File: src/rtl/core/nfcp_pkg.sv
// shared constants, types and neighbor tables of the nearest free cell placer
`default_nettype none
package nfcp_pkg;

	// grid size defaults and the width of the size arithmetic
	localparam int MAX_ROWS_DEF = 64;
	localparam int MAX_COLS_DEF = 64;
	localparam int DIM_W        = 9;

	// command codes of an input word
	localparam logic CMD_SET   = 1'b0;
	localparam logic CMD_PLACE = 1'b1;

	// register indexes and reset value of the size registers
	localparam logic REG_GRID_ROWS = 1'b0;
	localparam logic REG_GRID_COLS = 1'b1;
	localparam logic [6:0] GRID_RESET = 7'd64;

	// last neighbor of the eight
	localparam logic [2:0] NB_LAST = 3'd7;

	// row step of neighbor k: e, se, s, sw, w, nw, n, ne
	function automatic logic signed [1:0] nb_drow(input logic [2:0] k);
		logic signed [1:0] d;
		case (k)
			3'd0: d = 2'sd0;
			3'd1: d = 2'sd1;
			3'd2: d = 2'sd1;
			3'd3: d = 2'sd1;
			3'd4: d = 2'sd0;
			default: d = -2'sd1;
		endcase
		return d;
	endfunction

	// column step of neighbor k
	function automatic logic signed [1:0] nb_dcol(input logic [2:0] k);
		logic signed [1:0] d;
		case (k)
			3'd0: d = 2'sd1;
			3'd1: d = 2'sd1;
			3'd2: d = 2'sd0;
			3'd6: d = 2'sd0;
			3'd7: d = 2'sd1;
			default: d = -2'sd1;
		endcase
		return d;
	endfunction

	// commands from the controller to the datapath
	typedef struct packed {
		logic sweep_en;
		logic set_wr;
		logic start;
		logic pop_rd;
		logic occ_rd;
		logic nb_init;
		logic nb_rd;
		logic nb_wr;
		logic nb_next;
		logic upd_free;
		logic upd_mark;
		logic vclr_en;
		logic emit;
	} ctrl_cmd_t;

	// status from the datapath to the controller
	typedef struct packed {
		logic sweep_done;
		logic cmd_place;
		logic req_in_grid;
		logic queue_empty;
		logic occ_free;
		logic nb_in_bounds;
		logic nb_last;
		logic vclr_done;
		logic out_free;
	} dp_stat_t;

endpackage
`default_nettype wire

File: src/rtl/core/nfcp_ctrl.sv
// placer controller: clearing pass, command decode and search sequencing
`default_nettype none
module nfcp_ctrl (
	input  wire logic                clk,
	input  wire logic                arst_n,
	input  wire logic                in_valid,
	output logic                     in_ready,
	input  wire nfcp_pkg::dp_stat_t  stat,
	output nfcp_pkg::ctrl_cmd_t      cmd
);
	localparam logic [3:0] ST_CLRMEM = 4'd0;
	localparam logic [3:0] ST_IDLE   = 4'd1;
	localparam logic [3:0] ST_DEC    = 4'd2;
	localparam logic [3:0] ST_POP    = 4'd3;
	localparam logic [3:0] ST_POPW   = 4'd4;
	localparam logic [3:0] ST_OCCW   = 4'd5;
	localparam logic [3:0] ST_NBRD   = 4'd6;
	localparam logic [3:0] ST_NBWR   = 4'd7;
	localparam logic [3:0] ST_UPD1   = 4'd8;
	localparam logic [3:0] ST_UPD2   = 4'd9;
	localparam logic [3:0] ST_VCLR   = 4'd10;
	localparam logic [3:0] ST_EMIT   = 4'd11;

	logic [3:0] state_q, state_d;

	// next state and commands
	always_comb begin
		state_d  = state_q;
		cmd      = '0;
		in_ready = 1'b0;
		case (state_q)
			ST_CLRMEM: begin
				cmd.sweep_en = 1'b1;
				if (stat.sweep_done) state_d = ST_IDLE;
			end
			ST_IDLE: begin
				in_ready = 1'b1;
				if (in_valid) state_d = ST_DEC;
			end
			ST_DEC: begin
				if (!stat.cmd_place) begin
					cmd.set_wr = 1'b1;
					state_d    = ST_EMIT;
				end else begin
					cmd.start = 1'b1;
					state_d   = stat.req_in_grid ? ST_POP : ST_EMIT;
				end
			end
			ST_POP: begin
				if (stat.queue_empty) begin
					state_d = ST_VCLR;
				end else begin
					cmd.pop_rd = 1'b1;
					state_d    = ST_POPW;
				end
			end
			ST_POPW: begin
				cmd.occ_rd = 1'b1;
				state_d    = ST_OCCW;
			end
			ST_OCCW: begin
				cmd.nb_init = 1'b1;
				state_d     = stat.occ_free ? ST_UPD1 : ST_NBRD;
			end
			ST_NBRD: begin
				if (stat.nb_in_bounds) begin
					cmd.nb_rd = 1'b1;
					state_d   = ST_NBWR;
				end else begin
					cmd.nb_next = 1'b1;
					if (stat.nb_last) state_d = ST_POP;
				end
			end
			ST_NBWR: begin
				cmd.nb_wr   = 1'b1;
				cmd.nb_next = 1'b1;
				state_d     = stat.nb_last ? ST_POP : ST_NBRD;
			end
			ST_UPD1: begin
				cmd.upd_free = 1'b1;
				state_d      = ST_UPD2;
			end
			ST_UPD2: begin
				cmd.upd_mark = 1'b1;
				state_d      = ST_VCLR;
			end
			ST_VCLR: begin
				cmd.vclr_en = 1'b1;
				if (stat.vclr_done) state_d = ST_EMIT;
			end
			ST_EMIT: begin
				if (stat.out_free) begin
					cmd.emit = 1'b1;
					state_d  = ST_IDLE;
				end
			end
			default: state_d = ST_IDLE;
		endcase
	end

	// state register
	always_ff @(posedge clk or negedge arst_n) begin
		if (!arst_n) begin
			state_q <= ST_CLRMEM;
		end else begin
			state_q <= state_d;
		end
	end
endmodule
`default_nettype wire

File: config.mk
export PLATFORM = sky130hd
export DESIGN_NAME = nfcp_ctrl
export DESIGN_NICKNAME = d
export VERILOG_FILES = /design/src/rtl/core/nfcp_pkg.sv /design/src/rtl/core/nfcp_ctrl.sv
export SDC_FILE = /design/constraint.sdc
export NUM_CORES = 1
export LEC_CHECK = 0
export CAP_MARGIN = 25
export CORE_AREA = 3 3 40 42
export CTS_CLUSTER_SIZE = 25
export DETAILED_ROUTE_END_ITERATION = 10
export DIE_AREA = 0 0 43 45
export DONT_BUFFER_PORTS = 1
export HOLD_SLACK_MARGIN = 0.06
export PLACE_DENSITY_LB_ADDON = 0.12
export SKIP_CTS_REPAIR_TIMING = 1
export SLEW_MARGIN = 15
export SYNTH_ARGS = -nofsm -noshare
export SYNTH_HDL_FRONTEND = slang
export SYNTH_SLANG_ARGS = --single-unit
File: constraint.sdc
create_clock -name clk -period 1.44 [get_ports clk]
set_input_delay 0.216 -clock clk [delete_from_list [all_inputs] [get_ports clk]]
set_output_delay 0.216 -clock clk [all_outputs]
set_load 0.05 [all_outputs]
==> impl_metrics.sql <==
INSERT INTO impl_metrics (metric_group, metric, value, unit) VALUES
('power', 'share_clk_of_total_power', '5.9', '%'),
('logic_synthesis', 'fraction_of_the_mapped_netlist_area_in_compound_gates', '30.2', '%'),
('timing', 'share_of_the_clock_period_used_by_the_worst_path', '112', '%'),
('cts', 'root_buffer_selected_by_cts', 'sky130_fd_sc_hd__clkbuf_4', ''),
('setup_path', 'timing.critical_path.max_delay_family', 'simple AND/OR/NAND/NOR gates', ''),
('logic_synthesis', 'synth_top_flop_cell', 'sky130_fd_sc_hd__dfrtp_1', ''),
('final_layout', 'layout.cells.most_common', 'sky130_fd_sc_hd__buf_12', ''),
('global_routing', 'gr-total-overflow', '0', ''),
('power', 'vdd_drop_max', '1.78', 'mV'),
('outcome', 'run_status', 'complete, but fails checks', ''),
('logic_synthesis', 'synth-seq-cells', '4', ''),
('cts', 'cts_tree', 'done', ''),
('logic_synthesis', 'synth_simple_gate_area_share', '30.2', '%'),
('setup_path', 'reg2reg_slack', '-0.03', 'ns'),
('setup_path', 'worstPathCellList', 'or2_4, buf_12, nor3_4, buf_12', ''),
('global_routing', 'number_of_global_route_vias_before_repair', '574', ''),
('power', 'p_int', '1.18', 'mW'),
('setup_path', 'critPathLaunchType', 'flip-flop', ''),
('logic_synthesis', 'yosys_warnings', '0', ''),
('cts', 'path_clk_slew', '0.04', 'ns'),
('final_layout', 'largest_register_ffs', '4', ''),
('cts', 'clock-sinks', '4', ''),
('final_layout', 'register_with_the_most_flip_flops', 'state_q', ''),
('setup_path', 'cpMaxStageDelayCell', 'sky130_fd_sc_hd__dfrtp_1', ''),
('logic_synthesis', 'mux_cell_area_share_after_synthesis', '4.56', '%'),
('timing', 'fin_ws', '-0.166', 'ns'),
('timing', 'slew-limit-headroom', '83.1', '%'),
('logic_synthesis', 'synth-edff-count', '0', ''),
('drt', 'drt-total-wl', '1620', 'um'),
('logic_synthesis', 'synth.yosys.seq_area_share', '22.8', '%'),
('setup_path', 'arrival', '1.39', 'ns'),
('cts', 'insertion_delay', '0.24', 'ns'),
('final_layout', 'area.growth.synth_to_final', '138', '%'),
('outcome', 'violated_checks', 'negative setup slack', ''),
('power', 'combPwrFrac', '83.1', '%'),
('final_layout', 'antenna-diode-count', '0', ''),
('placed_design', 'hpwl', '1340', 'um'),
('logic_synthesis', 'netlist_area', '439', 'um^2'),
('timing', 'final_hold_violation_count', '0', ''),
('placed_design', 'io_buffer_count', '0', ''),
('floorplan', 'placeableCoreArea', '1280', 'um^2'),
('floorplan', 'io-pin-count', '26', ''),
('logic_synthesis', 'post_synth_fa_ha_maj_area_fraction', '0', '%'),
('logic_synthesis', 'synth_area_per_cell', '7.20', 'um^2'),
('final_layout', 'reg_top3', 'state_q x4', ''),
('setup_path', 'crit_required', '1.22', 'ns'),
('drt', 'drt_iter0_drc', '9', ''),
('setup_path', 'crit_path_end_kind', 'primary output', ''),
('timing', 'worst_slew_pin_slew', '0.251', 'ns'),
('worst_hold_path', 'timing.hold.worst.class', 'input pin to async pin', ''),
('floorplan', 'die-width', '43', 'um'),
('drt', 'wl_per_cell', '15.4', 'um'),
('floorplan', 'rows', '13', ''),
('setup_path', 'critPathMaxFanout', '5', ''),
('setup_path', 'critical-path-top-cell-by-count', 'sky130_fd_sc_hd__buf_12', ''),
('final_layout', 'final_layout_size_suffix_gt1_share', '64.4', '%'),
('placed_design', 'finalWeightedCongestion', '0.866', ''),
('timing', 'max_freq', '623', 'MHz'),
('drt', 'post-route-drc-count', '0', ''),
('drt', 'detail_route.first_pass.iterations', '4', ''),
('logic_synthesis', 'count_of_cell_types_in_the_netlist', '27', ''),
('power', 'power_frac_seq', '11.0', '%'),
('logic_synthesis', 'postSynthCellCount', '61', ''),
('logic_synthesis', 'postSynthNetCount', '73', ''),
('logic_synthesis', 'ys_async_sr_fraction', '100', '%'),
('timing', 'setup_violations', '16', ''),
('power', 'powerDensity', '2240', 'nW/um^2'),
('drt', 'post_drt_via_cell_ratio', '5.46', ''),
('timing', 'slew_violations', '0', ''),
('timing', 'fin_worst_hold_slack', '0.247', 'ns'),
('cts', 'numCtsBuffers', '3', '');
-- worst reg2reg max path: cells and delay by family, from the launching register on --
family / cells / cell delay, ns
AOI/OAI and AO/OA: 2 / 0.35
buffers and inverters: 1 / 0.14
DFF: 1 / 0.41
muxes: 1 / 0.19
and+or+nand+nor: 1 / 0.28
-- metrics by stage --
| step | instance area, um^2 | cells | setup TNS, ns |
|---|---|---|---|
| 2_1_floorplan | 589 | 61 | -0.483 |
| 3_3_place_gp | 966 | 99 | 0 |
| 3_5_place_dp | 966 | 99 | -0.00125 |
| 4_1_cts | 988 | 102 | -2.42 |
| 5_1_grt | 1050 | 105 | -2.44 |
| 6_report | 1050 | 105 | -1.44 |
-- cell families after synthesis --
| logic type | after synthesis |
|---|---|
| AND/OR/NAND/NOR | 28 |
| AO/OA/AOI/OAI | 17 |
| buffers and inverters | 10 |
| flip-flops | 4 |
| multiplexers | 2 |
-- cells in the mapped netlist (2+ instances only) --
cell type | n | area [um^2]
sky130_fd_sc_hd__inv_1 | 5 | 18.8
sky130_fd_sc_hd__dfrtp_1 | 4 | 100
sky130_fd_sc_hd__o21ai_0 | 2 | 10.0
sky130_fd_sc_hd__mux2i_1 | 2 | 20.0
sky130_fd_sc_hd__nor2_1 | 8 | 30.0
sky130_fd_sc_hd__nand2_1 | 5 | 18.8
sky130_fd_sc_hd__buf_6 | 2 | 22.5
sky130_fd_sc_hd__nor3_1 | 8 | 40.0
sky130_fd_sc_hd__a21oi_1 | 5 | 25.0
sky130_fd_sc_hd__nand2b_1 | 2 | 12.5
sky130_fd_sc_hd__clkbuf_1 | 2 | 7.51
-- metal layers --
layer	part of all wire [%]	vias to the layer above	wire, um	global-route usage, %
met2	55	21	890	32.0
met4	0	0	0	3.61
met5	0	-	0	0
li1	-	275	-	-
met1	37	277	605	20.2
met3	7.6	0	124	6.77
-- power by group through the flow --
stage                     combinational (mW)  sequential (mW)  clock [mW]
after floorplan                         1.15            0.207           0
after global placement                  1.78            0.231           0
after detailed placement                1.82            0.232           0
after CTS                               1.82            0.231       0.146
after global routing                    2.06            0.262       0.168
final                                   1.95            0.257       0.139
-- area by class of cell --
class / count / area (um^2) / share of cell area (%)
multi-input combinational: 47 / 445 / 42.5
tap: 15 / 18.8 / 1.79
clock buffer: 3 / 22.5 / 2.15
timing repair buffer: 31 / 439 / 41.9
inverter: 5 / 18.8 / 1.79
sequential: 4 / 103 / 9.80
-- worst paths after layout --
check / from / endpoint / cells past startpoint
setup reg to reg: state_q[2] / state_q[1] / 5
hold reg to reg: state_q[3] / state_q[2] / 2
setup / recovery: state_q[2] / cmd[10] / 4
max in group asynchronous: arst_n / state_q[0] / 1
hold / removal: arst_n / state_q[3] / 1
min in group clk: stat[5] / state_q[3] / 4
No activity file was read; power rests on OpenSTA's default activity.
